==> src/design/bfi_pkg.sv <==
// shared types, constants and codes of the brainf interpreter core
`default_nettype none

package bfi_pkg;

  localparam int unsigned PROGRAM_DEPTH = 4096;
  localparam int unsigned TAPE_DEPTH    = 4096;
  localparam int unsigned NEST_DEPTH    = 256;

  localparam int unsigned PROG_AW = $clog2(PROGRAM_DEPTH);
  localparam int unsigned PC_W    = $clog2(PROGRAM_DEPTH + 1);
  localparam int unsigned TAPE_AW = $clog2(TAPE_DEPTH);
  localparam int unsigned NEST_AW = $clog2(NEST_DEPTH);
  localparam int unsigned NEST_CW = $clog2(NEST_DEPTH + 1);
  localparam int unsigned CELL_W  = 16;

  localparam logic [PC_W-1:0]    PROG_FULL = PC_W'(PROGRAM_DEPTH);
  localparam logic [NEST_CW-1:0] NEST_FULL = NEST_CW'(NEST_DEPTH);
  localparam logic [TAPE_AW-1:0] TAPE_LAST = TAPE_AW'(TAPE_DEPTH - 1);

  localparam logic [7:0] CH_OPEN  = 8'h5B; // [
  localparam logic [7:0] CH_CLOSE = 8'h5D; // ]
  localparam logic [7:0] CH_RIGHT = 8'h3E; // >
  localparam logic [7:0] CH_LEFT  = 8'h3C; // <
  localparam logic [7:0] CH_INC   = 8'h2B; // +
  localparam logic [7:0] CH_DEC   = 8'h2D; // -
  localparam logic [7:0] CH_OUT   = 8'h2E; // .
  localparam logic [7:0] CH_IN    = 8'h2C; // ,

  typedef enum logic [1:0] {
    OP_LOAD  = 2'd0,
    OP_START = 2'd1,
    OP_STEP  = 2'd2,
    OP_NONE  = 2'd3
  } op_e;

  typedef enum logic [2:0] {
    ST_ACCEPTED  = 3'd0,
    ST_STEPPED   = 3'd1,
    ST_OUTPUT    = 3'd2,
    ST_HALTED    = 3'd3,
    ST_UNMATCHED = 3'd4,
    ST_FULL      = 3'd5,
    ST_DEEP      = 3'd6
  } status_e;

  typedef struct packed {
    status_e    status;
    logic [7:0] out_byte;
    logic       input_taken;
  } res_t;

  typedef struct packed {
    logic               prog_we;
    logic [PROG_AW-1:0] prog_waddr;
    logic [7:0]         prog_wdata;
    logic [PROG_AW-1:0] rd_addr;
    logic               jt_we;
    logic [PROG_AW-1:0] jt_waddr;
    logic [PROG_AW-1:0] jt_wdata;
    logic               stk_we;
    logic [NEST_AW-1:0] stk_waddr;
    logic [PROG_AW-1:0] stk_wdata;
    logic [NEST_AW-1:0] stk_raddr;
  } code_req_t;

  typedef struct packed {
    logic [7:0]         prog_rdata;
    logic [PROG_AW-1:0] jt_rdata;
    logic [PROG_AW-1:0] stk_rdata;
  } code_rsp_t;

  typedef struct packed {
    logic               we;
    logic [TAPE_AW-1:0] waddr;
    logic [CELL_W-1:0]  wdata;
    logic [TAPE_AW-1:0] raddr;
    logic               clear;
  } tape_req_t;

  typedef struct packed {
    logic [CELL_W-1:0] rdata;
    logic              busy;
  } tape_rsp_t;

endpackage

`default_nettype wire

==> src/design/bfi_if.sv <==
// valid/ready channel interfaces for items in and results out
`default_nettype none


interface bfi_out_if;
  logic       valid;
  logic       ready;
  logic [2:0] status;
  logic [7:0] out_byte;
  logic       input_taken;

  modport source (output valid, output status, output out_byte, output input_taken,
                  input ready);
  modport sink (input valid, input status, input out_byte, input input_taken,
                output ready);
endinterface

`default_nettype wire

==> src/design/bfi_result_q.sv <==
// two-deep result buffer: output register plus one pending slot
`default_nettype none

module bfi_result_q (
  input  wire           logic clk_i,
  input  wire           logic rst_ni,
  input  wire           logic res_valid_i,
  input  bfi_pkg::res_t res_i,
  output logic          pend_full_o,
  bfi_out_if.source     out_o
);

  logic          out_valid_q, out_valid_d;
  logic          pend_valid_q, pend_valid_d;
  bfi_pkg::res_t out_q, out_d;
  bfi_pkg::res_t pend_q, pend_d;
  logic          out_free;

  assign out_free = !out_valid_q || out_o.ready;

  always_comb begin
    out_valid_d  = out_valid_q;
    out_d        = out_q;
    pend_valid_d = pend_valid_q;
    pend_d       = pend_q;
    if (out_free) begin
      if (pend_valid_q) begin
        out_valid_d  = 1'b1;
        out_d        = pend_q;
        pend_valid_d = res_valid_i;
        pend_d       = res_i;
      end else begin
        out_valid_d = res_valid_i;
        out_d       = res_i;
      end
    end else if (res_valid_i) begin
      pend_valid_d = 1'b1;
      pend_d       = res_i;
    end
  end

  always_ff @(posedge clk_i or negedge rst_ni) begin
    if (!rst_ni) begin
      out_valid_q  <= 1'b0;
      pend_valid_q <= 1'b0;
    end else begin
      out_valid_q  <= out_valid_d;
      pend_valid_q <= pend_valid_d;
    end
  end

  always_ff @(posedge clk_i) begin
    out_q  <= out_d;
    pend_q <= pend_d;
  end

  assign pend_full_o       = pend_valid_q;
  assign out_o.valid       = out_valid_q;
  assign out_o.status      = out_q.status;
  assign out_o.out_byte    = out_q.out_byte;
  assign out_o.input_taken = out_q.input_taken;

endmodule

`default_nettype wire
==> src/flat_wrapper.sv <==
// flat-port wrapper written by rule: the top's interface ports become plain ports
module bfi_result_q_flat 
  (clk_i, rst_ni, res_valid_i, res_i, pend_full_o, out_o_valid, out_o_status, out_o_out_byte, out_o_input_taken, out_o_ready);
  bfi_out_if out_o_i ();
  input  wire           logic clk_i;
  input  wire           logic rst_ni;
  input  wire           logic res_valid_i;
  input  bfi_pkg::res_t res_i;
  output logic pend_full_o;
  output wire logic [$bits(out_o_i.valid)-1:0] out_o_valid;
  output wire logic [$bits(out_o_i.status)-1:0] out_o_status;
  output wire logic [$bits(out_o_i.out_byte)-1:0] out_o_out_byte;
  output wire logic [$bits(out_o_i.input_taken)-1:0] out_o_input_taken;
  input wire logic [$bits(out_o_i.ready)-1:0] out_o_ready;
  assign out_o_valid = out_o_i.valid;
  assign out_o_status = out_o_i.status;
  assign out_o_out_byte = out_o_i.out_byte;
  assign out_o_input_taken = out_o_i.input_taken;
  assign out_o_i.ready = out_o_ready;
  bfi_result_q u_core (.clk_i(clk_i), .rst_ni(rst_ni), .res_valid_i(res_valid_i), .res_i(res_i), .pend_full_o(pend_full_o), .out_o(out_o_i));
endmodule
==> config.mk <==
export PLATFORM = sky130hd
export DESIGN_NAME = bfi_result_q_flat
export DESIGN_NICKNAME = d
export VERILOG_FILES = /design/src/design/bfi_pkg.sv /design/src/design/bfi_if.sv /design/src/design/bfi_result_q.sv /design/src/flat_wrapper.sv
export SDC_FILE = /design/constraint.sdc
export NUM_CORES = 1
export LEC_CHECK = 0
export ABC_AREA = 1
export BUFFER_PORTS_ARGS = -buffer_cell sky130_fd_sc_hd__buf_4
export CORE_UTILIZATION = 35
export CTS_BUF_LIST = sky130_fd_sc_hd__clkbuf_2
export CTS_CLUSTER_SIZE = 10
export DETAILED_ROUTE_END_ITERATION = 10
export GPL_TIMING_DRIVEN = 1
export PLACE_DENSITY = 0.62
export SYNTH_ARGS = -nofsm -noshare
export SYNTH_HDL_FRONTEND = slang
export SYNTH_SLANG_ARGS = --single-unit
export TNS_END_PERCENT = 100
==> constraint.sdc <==
create_clock -name clk_i -period 3.48 [get_ports clk_i]
set_input_delay 0.696 -clock clk_i [delete_from_list [all_inputs] [get_ports clk_i]]
set_output_delay 0.696 -clock clk_i [all_outputs]
set_load 0.1 [all_outputs]
==> results of run 1 <==
cells in the mapped netlist:
master / instances
inv_1: 1
nand3_1: 1
nand2_2: 5
inv_6: 1
buf_6: 1
nor2_1: 1
nand2_1: 38
buf_8: 1
clkbuf_8: 1
dfrtp_1: 2
edfxtp_1: 24
stage by stage:
stage	util (%)	instance area [um2]	power [uW]	worst slack, ns	hold slack (ns)
6_report	46.4	1270	858	1.26	0.0690
5_1_grt	46.4	1270	888	1.16	0.0322
4_1_cts	46.4	1270	867	1.21	0.0584
3_5_place_dp	44.7	1220	680	1.22	0.481
3_3_place_gp	44.7	1220	676	1.29	0.479
2_1_floorplan	-	1010	629	1.22	0.400
power groups by stage:
stage / Combinational, uW / Clock (uW) / Sequential (uW)
CTS: 264 / 194 / 410
detailed placement: 263 / 0 / 417
floorplan: 58.4 / 0 / 570
finish: 261 / 189 / 408
global route: 274 / 201 / 413
global placement: 261 / 0 / 415
how the worst min path moves through the flow:
stage	from	end	slack, ns	depth (start not counted)
floorplan	rst_ni	u_core.out_o.valid	0.40	0
global placement	rst_ni	u_core.out_o.valid	0.48	1
detailed placement	rst_ni	u_core.pend_full_o	0.48	1
CTS	rst_ni	u_core.out_o.valid	0.06	1
global route	rst_ni	u_core.out_o.valid	0.03	1
finish	rst_ni	u_core.out_o.valid	0.07	1
kinds of logic (layout without fill, tap and decap cells):
| group | count (synthesis) | in the layout |
|---|---|---|
| DFF | 26 | 26 |
| and+or+nand+nor | 45 | 45 |
| buffers and inverters | 5 | 35 |
area by class of cell:
class,instances,area [um2]
Inverter,2,12.5
Fill cell,256,1470
Tap cell,31,38.8
Sequential cell,26,771
Timing Repair Buffer,29,218
Clock inverter,1,30.0
Clock buffer,3,15.0
Multi-Input combinational cell,45,183
layer usage:
layer | vias to the layer above | routed length (um) | global-route usage, %
li1 | 307 | - | -
met1 | 276 | 782 | 15.8
met2 | 17 | 803 | 17.7
met3 | 0 | 72 | 2.33
met4 | 0 | 0 | 4.29
met5 | - | 0 | 0
flip-flops by register name, indices dropped and copies added, names as in the netlist:
register	flops
u_core.out_o.out_byte	8
u_core.out_o.valid	1
u_core.pend_full_o	1
u_core.pend_q	12
u_core.out_o.input_taken	1
u_core.out_o.status	3
==> results.cfg, run 1 <==
[outcome]
status = finished clean

[route]
vias = 600
detail-route-antenna-nets = 0
vias_per_cell = 4.38
drc = 0
firstDrtPassIters = 4
initialDrtViolationCount = 6
wl_um = 1660
wl_per_cell_um = 12.1

[critical_path]
worstPathRequired_ns = 2.78
cp.depth = 1
worstPathMaxFanout = 17
slowest_delay_ns = 0.78
crit_start = u_core.pend_full_o
path_cells = buf_4
r2r_cells = 4
r2r-start = u_core.pend_full_o
cp_slowest_cell = dfrtp_1
critPathKind = reg2out
cp-start-kind = flop
r2r_end = u_core.pend_q[4]
worst_setup_path_end_kind = primary output
crit_buf_inv = 1
path_delay_family = flip-flops
crit_end = pend_full_o
r2r_slack_ns = 1.67
cp.arrival_ns = 1.53

[power_and_ir_drop]
power_frac_comb_pct = 30.4
clkPwrFrac_pct = 22.0
switching_share_pct = 37.0
p_int_uw = 541
seqPwrFrac_pct = 47.6
peakVddDrop_v = 0.000345
power_density_nw_per_um2 = 677
leakage_uw = 0.000567
switchingPower_uw = 317

[sta]
setup_tns_ns = 0
fin_skew_ns = 0.0105
finalSetupViolCount = 0
fin_crit_ns = 2.22
hold_violations = 0
rsz0062_at_grt = false
period_share_pct = 63.9
fmax_mhz = 450
drv_slew = 0
slew_headroom_pct = 59.0
tightest_slew_ns = 0.613

[yosys]
ys_seq_elements = 26
yosysUniqueCellTypes = 11
postSynthCellCount = 76
avgSynthCellArea_um2 = 13.2
synth_warnings = 0
synth_compound_area_share_pct = 0
synth_largest_area_cell = edfxtp_1
synth_fp_nets = 92
yosys.area_share.adder_pct = 0
yosysSeqAreaShare_pct = 76.6
synth-simple-area-share_pct = 18.2
synthMuxAreaShare_pct = 0
syn-cell-area_um2 = 1010
synth_xor_area_share_pct = 0
synth_top_family_by_area = simple AND/OR/NAND/NOR gates
synth_top_cells_by_area = edfxtp_1, nand2_1, dfrtp_1
yosys.area.top_type_share_pct = 71.6

[cts]
cts_tree = yes
cts_root_buf = clkbuf_2
path_clk_slew_ns = 0.25
holdBufCountCts = 0
cts_sinks = 26
cts-resized-gates = 0
clock_latency_ns = 0.34
cts_buffer_depth = 2
cts_htree_levels = 1
postCtsSetupRepairBufs = 0
cts_inserted_buffers = 3

[placement]
numPortBuffers = 29
placed_cells = 133
place.gp.congestion = 0.639
dp_hpwl_um = 1130

[global_route]
grt_pass1_vias = 539
grt_start_max_net_pins = 18
grt_pass1_wl_um = 2660
antenna_found_initial = 0
grt_util_all_layers_pct = 11.4
gr-total-overflow = 0

[die]
start_util_pct = 36.8
rows = 19
core_area_um2 = 2730
pin_count = 30
die_area_um2 = 3090
die_h_um = 55.6
die_w_um = 55.6

[cells_and_area]
final_cell_mix = nand2_1, buf_4, edfxtp_1, nand2_2, clkbuf_2
layout_commonest_cell = nand2_1
layout.cells.non_filler = 137
drive_gt1_share_pct = 36.8
area_delta_synth_final_pct = 26.0
nets = 123
num_antenna_cells = 0

[hold_path]
holdCritPathClass = in2async

[job]
drv_cap = 0
(Power assumes the default switching activity.)
==> run 2: changes to the inputs <==
Settings changed: PLACE_DENSITY 0.62 to 0.64.
Clock period 3.48 ns to 1.8 ns, I/O delays scaled along.
==> run 2 against run 1 <==
Against the previous run:
- largest power group unchanged
- critical path depth stayed put
- final area decreased by 0.20%
- core utilization decreased by 0.092 points
==> results.cfg, run 2 (synthesis results as in run 1) <==
[die]
die_h_um = 55.6
core_area_um2 = 2730
start_util_pct = 36.8
die_area_um2 = 3090
pin_count = 30
rows = 19
die_w_um = 55.6

[job]
drv_cap = 0

[power_and_ir_drop]
leakage_uw = 0.000565
power_density_nw_per_um2 = 1200
peakVddDrop_v = 0.000759

[global_route]
grt_pass1_wl_um = 2660
grt_start_max_net_pins = 18
grt_util_all_layers_pct = 11.5
grt_pass1_vias = 627
gr-total-overflow = 0
antenna_found_initial = 0

[sta]
drv_slew = 0
fin_skew_ns = 0.0168
fin_crit_ns = 1.67
finalSetupViolCount = 0
setup_tns_ns = 0
holdWs_ns = 0.180
fmax_mhz = 598
rsz0062_at_grt = false
tightest_slew_ns = 0.513
hold_violations = 0
slew_headroom_pct = 65.7
period_share_pct = 93.0

[critical_path]
cp.arrival_ns = 1.31
cp_slowest_cell = dfrtp_2
worst_setup_path_end_kind = primary output
critPathKind = reg2out
path_cells = buf_4
worstPathMaxFanout = 17
slowest_delay_ns = 0.62
cp-start-kind = flop
worstPathRequired_ns = 1.44
crit_buf_inv = 1
r2r_slack_ns = 0.20
path_delay_family = flip-flops

[cells_and_area]
nets = 125
final_cell_mix = nand2_1, buf_4, edfxtp_1, nand2_2, clkbuf_2
layout_commonest_cell = nand2_1
top_register = u_core.pend_q
num_antenna_cells = 0
area_delta_synth_final_pct = 25.7
largest_register_ff_count = 12
drive_gt1_share_pct = 39.8

[route]
vias = 615
vias_per_cell = 4.42
drc = 0
firstDrtPassIters = 4
initialDrtViolationCount = 16
wl_per_cell_um = 11.3
wl_um = 1570
detail-route-antenna-nets = 0

[cts]
cts_buffer_depth = 2
cts_sinks = 26
clock_latency_ns = 0.34
cts_tree = yes
path_clk_slew_ns = 0.24
cts_root_buf = clkbuf_2
cts_htree_levels = 1
cts-resized-gates = 0
cts_inserted_buffers = 3

[hold_path]
holdCritPathClass = in2reg

[placement]
numPortBuffers = 29
dp_hpwl_um = 1110
place.gp.congestion = 0.730

[outcome]
status = finished clean
run 2: metrics by stage:
| step | instances | instance area, um2 | setup WS, ns | total power [uW] | util, % |
|---|---|---|---|---|---|
| CTS | 139 | 1260 | 0.0831 | 1540 | 46.3 |
| global placement | 134 | 1230 | 0.245 | 1310 | 45.2 |
| finish | 139 | 1260 | 0.126 | 1520 | 46.3 |
| detailed placement | 134 | 1230 | 0.164 | 1320 | 45.2 |
| floorplan | 76 | 1010 | 0.0409 | 1220 | - |
| global route | 139 | 1260 | 0.0181 | 1580 | 46.3 |
run 2: final cells by class:
type | instances | area (um2)
fillers | 258 | 1470
repair buffers | 31 | 235
flip-flops and latches | 26 | 773
clock buffers | 4 | 20.0
multi-input cells | 45 | 185
inverters | 2 | 12.5
well taps | 31 | 38.8
run 2: per-layer routing:
metal	global-route usage, %	up-vias	part of all wire [%]
met4	6.43	0	0.64
met1	13.3	280	42
met3	2.09	2	4.3
li1	-	313	-
met5	0	-	0
met2	20.1	20	53
run 2: where the power goes:
part / switching [uW] / total, uW / internal [uW]
registers: 36.0 / 791 / 755
logic: 403 / 507 / 104
clock network: 164 / 223 / 58.7
run 2: what timing repair did:
action                                  CTS  global route
endpoints found under the setup margin    0             0
hold endpoints to repair                  2             0
setup buffers                             0             0
hold buffers                              1             0
run 2: worst paths after layout:
| check | from | to | depth (start not counted) |
|---|---|---|---|
| hold reg to reg | u_core.pend_q[3] | u_core.out_o.out_byte[2] | 2 |
| setup / recovery | u_core.pend_full_o | pend_full_o | 1 |
| hold / removal | res_i[2] | u_core.pend_q[2] | 1 |
| setup reg to reg | u_core.pend_full_o | u_core.pend_q[10] | 4 |
| max in group asynchronous | rst_ni | u_core.pend_full_o | 2 |
| min in group asynchronous | rst_ni | u_core.out_o.valid | 2 |
